$ cat src/design/iou_pkg.sv
// Shared types and constants for the static object tracker.
// No dependencies.
package iou_pkg;

   localparam int COORD_W = 10;

   localparam logic [2:0] KIND_FILTERED = 3'd0;
   localparam logic [2:0] KIND_UPDATED  = 3'd1;
   localparam logic [2:0] KIND_CREATED  = 3'd2;
   localparam logic [2:0] KIND_DROPPED  = 3'd3;
   localparam logic [2:0] KIND_REPORT   = 3'd4;
   localparam logic [2:0] KIND_EMPTY    = 3'd5;

   localparam logic [2:0] CSR_MIN_AREA   = 3'd0;
   localparam logic [2:0] CSR_MOTION_DIV = 3'd1;
   localparam logic [2:0] CSR_MATCH_NUM  = 3'd2;
   localparam logic [2:0] CSR_MATCH_DEN  = 3'd3;
   localparam logic [2:0] CSR_ALERT      = 3'd4;

   typedef struct packed {
      logic        action;
      logic [9:0]  det_x_min;
      logic [9:0]  det_x_max;
      logic [9:0]  det_y_min;
      logic [9:0]  det_y_max;
      logic [19:0] moving_pixels;
   } req_type;

   typedef struct packed {
      logic [2:0]  kind;
      logic [15:0] object_id;
      logic [9:0]  obj_x_min;
      logic [9:0]  obj_x_max;
      logic [9:0]  obj_y_min;
      logic [9:0]  obj_y_max;
      logic [15:0] static_frames;
      logic        alert;
      logic        last;
   } rsp_type;

   // controller -> datapath commands
   typedef struct packed {
      logic load;       // capture request, start area multiply
      logic filt_eval;  // register filter decision
      logic scan_clr;   // reset best-match search
      logic scan_ovl;   // stage 1: overlap and union for entry at scan index
      logic scan_cmp;   // stage 2: compare cross products
      logic thr_eval;   // threshold multiply compare
      logic do_update;
      logic do_create;
      logic cmp_step;   // frame-end compaction step
      logic cmp_done;   // commit compaction count
      logic rep_step;   // emit report at scan index
   } cmd_type;

   typedef struct packed {
      logic is_frame_end;
      logic filtered;
      logic found;
      logic matched;
      logic table_full;
   } sts_type;

endpackage

$ cat src/design/iou_ctrl.sv
// Sequencer for the tracker: walks the entry table per request.
// Depends on iou_pkg.
module iou_ctrl
   import iou_pkg::*;
#(
   parameter int TABLE_DEPTH = 16
) (
   input  logic clock,
   input  logic reset,
   input  logic start,
   output logic busy,
   input  sts_type sts,
   input  logic [$clog2(TABLE_DEPTH+1)-1:0] count,
   output cmd_type cmd,
   output logic [$clog2(TABLE_DEPTH+1)-1:0] idx,
   output logic emit_single
);
   localparam int CW = $clog2(TABLE_DEPTH+1);
   localparam logic [3:0] S_IDLE = 4'd0, S_AREA = 4'd1, S_FILT = 4'd2,
      S_OVL = 4'd3, S_CMP = 4'd4, S_THR = 4'd5, S_DEC = 4'd6,
      S_COMPACT = 4'd7, S_COMMIT = 4'd8, S_REPORT = 4'd9, S_EMPTY = 4'd10,
      S_FILTOUT = 4'd11, S_DRAIN = 4'd12, S_CHK = 4'd13;

   logic [3:0]    state_ff, state_in;
   logic [CW-1:0] idx_ff, idx_in;

   assign busy = (state_ff != S_IDLE);
   assign idx  = idx_ff;

   always_comb begin
      state_in    = state_ff;
      idx_in      = idx_ff;
      cmd         = '0;
      emit_single = 1'b0;
      unique case (state_ff)
         S_IDLE: begin
            if (start) begin
               cmd.load = 1'b1;
               idx_in   = '0;
               state_in = S_AREA;
            end
         end
         S_AREA: begin
            // area and motion product register at the end of this cycle
            if (sts.is_frame_end) begin
               state_in = S_COMPACT;
            end else begin
               state_in = S_FILT;
            end
         end
         S_FILT: begin
            cmd.filt_eval = 1'b1;
            state_in      = S_CHK;
         end
         S_CHK: begin
            cmd.scan_clr = 1'b1;
            state_in = sts.filtered ? S_FILTOUT : S_OVL;
         end
         S_FILTOUT: begin
            emit_single = 1'b1;
            state_in    = S_IDLE;
         end
         S_OVL: begin
            if (idx_ff >= count) begin
               state_in = S_DRAIN;
            end else begin
               cmd.scan_ovl = 1'b1;
               idx_in       = idx_ff + 1'b1;
               state_in     = S_CMP;
            end
         end
         S_CMP: begin
            cmd.scan_cmp = 1'b1;
            state_in     = S_OVL;
         end
         S_DRAIN: begin
            cmd.thr_eval = 1'b1;
            state_in     = S_THR;
         end
         S_THR: begin
            state_in = S_DEC;
         end
         S_DEC: begin
            if (sts.found && sts.matched) cmd.do_update = 1'b1;
            else if (!sts.table_full)     cmd.do_create = 1'b1;
            emit_single = 1'b1;
            state_in    = S_IDLE;
         end
         S_COMPACT: begin
            if (idx_ff >= count) begin
               state_in = S_COMMIT;
            end else begin
               cmd.cmp_step = 1'b1;
               idx_in       = idx_ff + 1'b1;
            end
         end
         S_COMMIT: begin
            cmd.cmp_done = 1'b1;
            idx_in       = '0;
            state_in     = S_REPORT;
         end
         S_REPORT: begin
            if (count == '0) begin
               state_in = S_EMPTY;
            end else begin
               cmd.rep_step = 1'b1;
               idx_in       = idx_ff + 1'b1;
               if (idx_ff + 1'b1 == count) state_in = S_IDLE;
            end
         end
         S_EMPTY: begin
            emit_single = 1'b1;
            state_in    = S_IDLE;
         end
         default: state_in = S_IDLE;
      endcase
   end

   always_ff @(posedge clock) begin
      if (reset) begin
         state_ff <= S_IDLE;
         idx_ff   <= '0;
      end else begin
         state_ff <= state_in;
         idx_ff   <= idx_in;
      end
   end
endmodule

$ cat config.mk
export PLATFORM = sky130hd
export DESIGN_NAME = iou_ctrl
export DESIGN_NICKNAME = d
export VERILOG_FILES = /design/src/design/iou_pkg.sv /design/src/design/iou_ctrl.sv
export SDC_FILE = /design/constraint.sdc
export NUM_CORES = 1
export LEC_CHECK = 0
export ABC_AREA = 1
export ABC_CLOCK_PERIOD_IN_PS = 1490
export BUFFER_PORTS_ARGS = -buffer_cell sky130_fd_sc_hd__buf_2
export CORE_AREA = 2 2 44 76
export DETAILED_ROUTE_END_ITERATION = 8
export DIE_AREA = 0 0 46 78
export PLACE_DENSITY = 0.63
export SETUP_SLACK_MARGIN = 0.02
export SLEW_MARGIN = 40
export SYNTH_ARGS = -nofsm -noshare
export SYNTH_HDL_FRONTEND = slang
export SYNTH_SLANG_ARGS = --single-unit
$ cat constraint.sdc
create_clock -name clock -period 1.49 [get_ports clock]
set_input_delay 0.2235 -clock clock [delete_from_list [all_inputs] [get_ports clock]]
set_output_delay 0.2235 -clock clock [all_outputs]
set_load 0.01 [all_outputs]
==> results of run 1 <==
## flip-flops by register name, indices dropped and copies added, names as in the netlist
register and flops:
idx 5, state_ff 4
## Yosys cell counts (all sizes together)
| library cell | number | share of area, % |
|---|---|---|
| a2111oi | 1 | 0.95 |
| a211oi | 1 | 0.81 |
| a21oi | 4 | 2.2 |
| a31oi | 1 | 0.68 |
| and3 | 1 | 0.68 |
| buf | 1 | 0.41 |
| dfxtp | 9 | 19 |
| ha | 6 | 8.1 |
| inv | 33 | 14 |
| nand2 | 58 | 25 |
| nand3 | 19 | 10 |
| nand4 | 2 | 1.4 |
| nor2 | 28 | 13 |
| nor3 | 1 | 0.54 |
| nor3b | 1 | 0.81 |
| o21ai | 3 | 2.0 |
## where the power goes
part | internal [mW] | total (mW) | switching (mW)
sequential | 0.358 | 0.507 | 0.149
combinational | 0.822 | 1.91 | 1.09
clock | 0.187 | 0.294 | 0.107
total | 1.37 | 2.71 | 1.35
## logic make-up after synthesis
logic type | Yosys count
and+or+nand+nor | 110
DFF | 9
AOI/OAI and AO/OA | 10
buffers and inverters | 34
adders and majority gates | 6
## path summary, 6_finish.rpt
kind	slack, ns	start	end	cells after the start
max reg2reg	-0.04	idx[0]	state_ff[3]	12
min reg2reg	0.70	idx[1]	idx[1]	5
min	0.25	reset	state_ff[2]	2
max	-0.14	idx[3]	cmd[7]	7
## what timing repair did
action | CTS | global route
setup endpoints to repair | 11 | 15
resized for setup | 24 | 18
buffers inserted | 10 | 6
pin swaps | 8 | 11
cloned | 0 | 0
## area by class of cell
type | count | area (µm²) | share of cell area (%)
multi-input cells | 126 | 764 | 50.4
repair buffers | 56 | 352 | 23.2
flip-flops and latches | 9 | 195 | 12.9
inverters | 33 | 126 | 8.33
clock buffers | 4 | 45.0 | 2.97
well taps | 28 | 35.0 | 2.31
## layer usage
metal	part of all wire, %	routed length (µm)	vias up
met5	0	0	-
met4	3.8	117	0
met3	3.1	98	12
met2	58	1800	34
met1	35	1100	544
li1	-	-	636
## through the flow
stage | cells | power, mW | utilization, % | hold WS [ns]
4_1_cts | 251 | 2.45 | 48.2 | 0.256
3_3_place_gp | 238 | 1.93 | 41.1 | 0.508
3_5_place_dp | 238 | 1.93 | 41.1 | 0.509
2_1_floorplan | 169 | 1.43 | - | 0.497
6_report | 256 | 2.71 | 51.8 | 0.250
5_1_grt | 256 | 2.94 | 51.8 | 0.254
## critical path, stage by stage (launching register included)
cell and delay (ns):
dfxtp_2 0.35, ha_4 0.20, nand2_1 0.06, nand2_1 0.08, a21oi_4 0.18, nand2_2 0.08
nor2_2 0.08, buf_2 0.13
==> flow_summary.json, run 1 <==
{
  "period_share_pct": 110,
  "synth_compound_area_share_pct": 6.62,
  "die_w_um": 46,
  "grt_use_met2_pct": 34.9,
  "wirelength_mm": 3.12,
  "io_buffers": 30,
  "via_per_inst": 4.79,
  "crit_type": "flop to output port",
  "start_util_pct": 31.6,
  "core.rowCount": 26,
  "final_cell_mix": "nand2_1, buf_2, buf_4, inv_1, nor2_1",
  "clkTransAtPathRegs_ns": 0.05,
  "drt_iter0_drc": 21,
  "period_minus_slack_ns": 1.63,
  "synthesis.area_um2": 926,
  "hold_viol": 0,
  "fin_nets": 248,
  "wl_per_cell_um": 12.2,
  "end_kind": "output port",
  "synth-xor-area-share_pct": 0,
  "slew_violations": 0,
  "antenna_cells": 0,
  "cts_sinks": 9,
  "met3_usage_pct": 1.63,
  "overflow": 0,
  "synth_seq_area_share_pct": 19.5,
  "status": "complete, but fails checks",
  "cts-root-buf": "clkbuf_8",
  "cts_buffers": 3,
  "worstHoldPathType": "input port to flop",
  "slew_headroom_pct": 83.4,
  "drive_gt1_share_pct": 45.6,
  "final.setup.worst_slack_ns": -0.142,
  "vdd_ir_drop_max_mv": 1.24,
  "rsz0062_at_grt": "yes",
  "ys_seq_elements": 9,
  "grt_antenna_before_repair": 0,
  "n_fill_cell": 325,
  "synth_mux_area_share_pct": 0,
  "drc": 0,
  "h-tree-depth": 1,
  "dp_hpwl_mm": 2.29,
  "core_mm2": 0.00293,
  "leakage_nw": 0.863,
  "io_pins": 31,
  "final_common_cell": "nand2_1",
  "gp_congestion": 0.859,
  "dr.pass1.iters": 4,
  "place_area_mm2": 0.00120,
  "die_h_um": 78,
  "tns_ns": -0.391,
  "syn2layout_area_growth_pct": 63.9,
  "cp-start-kind": "flop",
  "clkLatencyLatePin_ns": 0.24,
  "tightestPinTransition_ns": 0.247,
  "met1_usage_pct": 17.1,
  "syn_avg_cell_area_um2": 5.48,
  "clock.fmax_mhz": 613,
  "grt_pass1_vias": 1208,
  "grt_busiest_layer": "met2",
  "crit_arrival_ns": 1.41,
  "place_ws_ns": -0.134,
  "crit_required_ns": 1.27,
  "critPathMaxFanout": 3,
  "grtUsageTotal_pct": 18.0,
  "die_area_mm2": 0.00359,
  "syn_nets": 188,
  "synth_cell_types": 24,
  "finalSetupViolCount": 6,
  "violations": "setup timing",
  "drtAntennaViolNets": 0,
  "ctsLongestPathBuffers": 2,
  "drv_cap": 0,
  "num_vias": 1226,
  "cts_hold_buffers": 0,
  "cts_tree": "yes",
  "synthCells": 169,
  "synthAdderAreaFrac_pct": 8.11,
  "postLayoutCellArea_mm2": 0.00152,
  "p_per_area_mw_per_mm2": 1790,
  "grt_max_degree": 9,
  "fin_worst_skew_ns": 0.00112,
  "grt_pass1_wl_mm": 4.94,
  "synth_top_family_by_area": "simple AND/OR/NAND/NOR gates",
  "yosys_warnings": 0,
  "yosys.area_share.simple_pct": 51.8
}
No activity file was read; power rests on OpenSTA's default activity.
==> inputs of run 2 (changes only) <==
--- a/config.mk
+++ b/config.mk
@@ -5,12 +5,11 @@
 export SDC_FILE = /design/constraint.sdc
 export NUM_CORES = 1
 export LEC_CHECK = 0
-export ABC_AREA = 1
 export ABC_CLOCK_PERIOD_IN_PS = 1490
 export BUFFER_PORTS_ARGS = -buffer_cell sky130_fd_sc_hd__buf_2
-export CORE_AREA = 2 2 44 76
+export CORE_AREA = 2 2 45 77
 export DETAILED_ROUTE_END_ITERATION = 8
-export DIE_AREA = 0 0 46 78
+export DIE_AREA = 0 0 47 79
 export PLACE_DENSITY = 0.63
 export SETUP_SLACK_MARGIN = 0.02
 export SLEW_MARGIN = 40
==> run 2 against run 1 <==
Compared with the run above: critical path type unchanged; critical path depth is the same; global-route usage up 4.4 points; die area increased by 3.5%; sequential share of layout area is 1.4 points lower; routed wire length rose by 23%; sequential cell count unchanged; worst setup slack worse by 0.30 ns; utilization grew 4.6 points; cell area is 15% higher; the run still ends with setup timing left; non-clock buffer count is 18 higher.
==> flow_summary.json, run 2 <==
{
  "grt_pass1_vias": 1354,
  "crit_required_ns": 1.27,
  "io_buffers": 30,
  "hold_ws_ns": 0.260,
  "slowest_delay_ns": 0.35,
  "dr.pass1.iters": 4,
  "met3_usage_pct": 2.05,
  "synth_flop_cell": "dfxtp_1",
  "synth_edf_count": 0,
  "cp-start-kind": "flop",
  "async_reset_ff_share_pct": 0,
  "dp.cells": 228,
  "clock.fmax_mhz": 517,
  "violations": "setup timing",
  "cts_sinks": 9,
  "synth_common_cells": "inv_1, nor2_1, a21oi_1, dfxtp_1, nand2_1",
  "drt_iter0_drc": 30,
  "syn2layout_area_growth_pct": 79.8,
  "grtUsageTotal_pct": 22.3,
  "crit_arrival_ns": 1.71,
  "design_power_total_mw": 2.61,
  "postLayoutCellArea_mm2": 0.00175,
  "synth_seq_area_share_pct": 18.5,
  "ctsLongestPathBuffers": 2,
  "leakage_nw": 0.815,
  "grt_pass1_wl_mm": 5.94,
  "synthCells": 127,
  "met1_usage_pct": 19.3,
  "cp_slowest_cell": "dfxtp_4",
  "grt_use_met2_pct": 42.7,
  "drv_cap": 0,
  "drive_gt1_share_pct": 59.3,
  "synth_cell_types": 45,
  "num_vias": 1281,
  "final_cells": 242,
  "grt_busiest_layer": "met2",
  "ys_seq_elements": 9,
  "critPathMaxFanout": 3,
  "io_pins": 31,
  "synthTopCellsByArea": "dfxtp_1, ha_1, a21oi_1, inv_1, nor2_1",
  "period_minus_slack_ns": 1.93,
  "drc": 0,
  "overflow": 0,
  "core.rowCount": 27,
  "clkTransAtPathRegs_ns": 0.06,
  "path_cells": "ha_4, o211ai_1, o21ai_2, a211oi_4, nand2_2, inv_2, buf_6",
  "n_fill_cell": 294,
  "rsz0062_at_grt": "yes",
  "antenna_cells": 0,
  "critPathBufInv": 2,
  "grt_antenna_before_repair": 0,
  "tns_ns": -3.13,
  "die_w_um": 47,
  "final_common_cell": "buf_4",
  "synthesis.area_um2": 975,
  "cts_buffers": 3,
  "core_mm2": 0.00311,
  "grt_max_degree": 11,
  "drtAntennaViolNets": 0,
  "syn_avg_cell_area_um2": 7.67,
  "final_cell_mix": "buf_4, buf_2, nor2_1, inv_1, buf_6",
  "hold_viol": 0,
  "cts_tree": "yes",
  "finalSetupViolCount": 14,
  "cts-root-buf": "clkbuf_8",
  "synth_top_cell_by_area": "dfxtp_1",
  "place_ws_ns": -0.325,
  "crit_type": "flop to output port",
  "dp_hpwl_mm": 2.81,
  "start_util_pct": 31.4,
  "die_area_mm2": 0.00371,
  "period_share_pct": 130,
  "fin_util_pct": 56.4,
  "cp_top_family": "compound AO/OA/AOI/OAI gates",
  "h-tree-depth": 1,
  "end_kind": "output port",
  "clkLatencyLatePin_ns": 0.25,
  "gp_congestion": 0.845,
  "status": "complete, but fails checks",
  "fin_nets": 219,
  "wirelength_mm": 3.84,
  "final.setup.worst_slack_ns": -0.443,
  "p_per_area_mw_per_mm2": 1490,
  "tightestPinTransition_ns": 0.374,
  "synth_top_cell_area_share_pct": 18.5,
  "worstHoldPathType": "input port to flop",
  "syn_nets": 146,
  "wl_per_cell_um": 15.9,
  "slew_headroom_pct": 75.0,
  "yosys_warnings": 0,
  "via_per_inst": 5.29,
  "die_h_um": 79,
  "slew_violations": 0,
  "place_area_mm2": 0.00147,
  "largest_register_ffs": 5,
  "vdd_ir_drop_max_mv": 0.573,
  "fin_worst_skew_ns": 0.00946
}
run 2: layout make-up:
class                      instances  area, µm²  share of cell area, %
tap                               43       53.8                   3.07
sequential                         9        201                   11.5
timing repair buffer              74        520                   29.7
clock buffer                       4       45.0                   2.57
multi-input combinational         99        883                   50.4
inverter                          13       48.8                   2.78
run 2: cell families after synthesis:
kind of cell	after synthesis	synth area share, %
DFF	9	18.5
AOI/OAI and AO/OA	37	30.0
buffers and inverters	19	8.47
muxes	1	1.03
xor gates and xnor gates	7	6.29
adders and majority gates	6	7.70
and+or+nand+nor	48	28.0
run 2: repair_timing:
action | 4_1_cts | 5_1_grt
endpoints found under the setup margin | 22 | 21
gates resized for setup | 24 | 11
buffers inserted | 9 | 3
hold buffers | 0 | 0
pin swaps | 14 | 7
run 2: worst paths after layout:
kind	startpoint	to	slack, ns	cells past startpoint
min reg2reg	idx[3]	idx[3]	0.67	2
max	idx[1]	cmd[2]	-0.44	7
max reg2reg	idx[3]	idx[2]	-0.36	7
min	reset	state_ff[1]	0.26	2
run 2: per-layer routing:
layer,wire length (µm),vias up
met3,164,21
met4,241,0
li1,-,606
met2,2190,55
met5,0,-
met1,1240,599
run 2: where the power goes:
part / internal [mW] / switching, mW / leakage [nW]
sequential: 0.319 / 0.108 / 0.0779
combinational: 0.921 / 0.951 / 0.714
clock: 0.188 / 0.121 / 0.0228
==> inputs of run 3 (changes only) <==
--- a/config.mk
+++ b/config.mk
@@ -12,6 +12,7 @@
 export DIE_AREA = 0 0 47 79
 export PLACE_DENSITY = 0.63
 export SETUP_SLACK_MARGIN = 0.02
+export SKIP_CTS_REPAIR_TIMING = 1
 export SLEW_MARGIN = 40
 export SYNTH_ARGS = -nofsm -noshare
 export SYNTH_HDL_FRONTEND = slang
==> run 3 against run 2 <==
Compared with the run above: the flow still finishes with violations (setup timing); sequential share of layout area fell by 0.30 points; register-to-register slack lost 0.05 ns; cell area rose by 3.4%; critical path type unchanged; worst setup slack got worse by 0.059 ns; clock skew is 0.0054 ns higher; highest routed layer unchanged; routed wire length up 3.3%; via count grew 2.7%; clock-buffer cell count did not move; cell count up 2.5%.
==> flow_summary.json, run 3 (synthesized netlist as in run 2, its figures left out) <==
{
  "status": "complete, but fails checks",
  "violations": "setup timing",
  "h-tree-depth": 1,
  "via_per_inst": 5.30,
  "tightestPinTransition_ns": 0.357,
  "dr.pass1.iters": 4,
  "min_to": "state_ff[1]",
  "period_share_pct": 134,
  "crit_required_ns": 1.27,
  "die_w_um": 47,
  "r2r_cells": 8,
  "drt_iter0_drc": 48,
  "ctsLongestPathBuffers": 2,
  "drtAntennaViolNets": 0,
  "cts-root-buf": "clkbuf_8",
  "critPathMaxFanout": 4,
  "fin_util_pct": 58.3,
  "clkTransAtPathRegs_ns": 0.04,
  "drv_cap": 0,
  "worstHoldPathType": "input port to flop",
  "core.rowCount": 27,
  "die_area_mm2": 0.00371,
  "slew_violations": 0,
  "io_pins": 31,
  "final_cells": 248,
  "wirelength_mm": 3.97,
  "place_ws_ns": -0.325,
  "start_util_pct": 31.4,
  "clock.fmax_mhz": 502,
  "slew_headroom_pct": 76.2,
  "wl_per_cell_um": 16.0,
  "dp_hpwl_mm": 2.81,
  "min-delay-start": "reset",
  "final_common_cell": "buf_4",
  "end_kind": "output port",
  "grt_pass1_vias": 1277,
  "vdd_ir_drop_max_mv": 0.606,
  "r2r-start": "idx[0]",
  "min_path_cells": 2,
  "cts_buffers": 3,
  "grt_antenna_before_repair": 0,
  "crit_type": "flop to output port",
  "n_fill_cell": 284,
  "period_minus_slack_ns": 1.99,
  "cts_tree": "yes",
  "io_buffers": 30,
  "num_vias": 1315,
  "fin_worst_skew_ns": 0.0149,
  "grt_max_degree": 12,
  "rsz0062_at_grt": "yes",
  "clkLatencyLatePin_ns": 0.25,
  "leakage_nw": 0.875,
  "largest_register_ffs": 5,
  "final_cell_mix": "buf_4, buf_2, buf_6, nor2_1, inv_1",
  "crit_arrival_ns": 1.77,
  "rrSetupSlack_ns": -0.41,
  "finalSetupViolCount": 17,
  "syn2layout_area_growth_pct": 85.9,
  "design_power_total_mw": 2.90,
  "gp_congestion": 0.845,
  "hold_viol": 0,
  "dp.cells": 228,
  "grtUsageTotal_pct": 19.7,
  "fin_nets": 225,
  "antenna_cells": 0,
  "drc": 0,
  "die_h_um": 79,
  "final.setup.worst_slack_ns": -0.502,
  "drive_gt1_share_pct": 62.9,
  "tns_ns": -3.75,
  "cts_sinks": 9,
  "core_mm2": 0.00311,
  "overflow": 0,
  "grt_pass1_wl_mm": 5.29,
  "p_per_area_mw_per_mm2": 1600,
  "cp-start-kind": "flop",
  "r2r_end": "idx[2]"
}
==> run 3: cell count changes in the layout (fill, tap and decap cells not counted), sizes merged <==
cell and change:
clkbuf +1, buf +5
==> run 3: power by group <==
group / leakage [nW] / total, mW / switching (mW) / internal (mW)
Clock: 0.0228 / 0.313 / 0.124 / 0.188
Sequential: 0.0782 / 0.414 / 0.0927 / 0.321
Combinational: 0.774 / 2.17 / 1.09 / 1.08
Total: 0.875 / 2.90 / 1.31 / 1.59
==> run 3: metal layers <==
metal	vias to the layer above	share of wire (%)	global-route usage (%)
met5	-	0	0
met4	0	7.1	16.9
met3	23	3.7	1.59
met2	59	57	36.4
met1	615	32	16.6
li1	618	-	-
==> run 3: how the worst max path moves through the flow <==
stage,from,end,slack [ns]
3_5_place_dp,count[1],idx[2],-0.32
5_1_grt,idx[1],cmd[2],-0.61
2_1_floorplan,idx[0],idx[2],-0.18
4_1_cts,idx[1],cmd[2],-0.51
3_3_place_gp,count[1],idx[2],-0.28
6_report,idx[0],cmd[2],-0.50
==> run 3: critical path, stage by stage, from the launching register on <==
cell and delay (ns):
dfxtp_4 0.36, inv_2 0.05, ha_4 0.21, nor3b_2 0.18, o21ai_2 0.12, a211oi_4 0.32
nand2_2 0.13, inv_2 0.07, buf_6 0.09
==> run 3: cell type report <==
class / instances / area (µm²) / area share, %
Multi-Input combinational cell: 99 / 876 / 48.3
Timing Repair Buffer: 80 / 583 / 32.2
Sequential cell: 9 / 203 / 11.2
Tap cell: 43 / 53.8 / 2.97
Inverter: 13 / 51.3 / 2.83
Clock buffer: 4 / 45.0 / 2.49
==> run 3: stage by stage <==
stage          hold WS, ns  cell area, µm²
2_1_floorplan        0.442            1040
3_3_place_gp         0.508            1470
3_5_place_dp         0.515            1470
4_1_cts              0.263            1510
5_1_grt              0.273            1810
6_report             0.263            1810
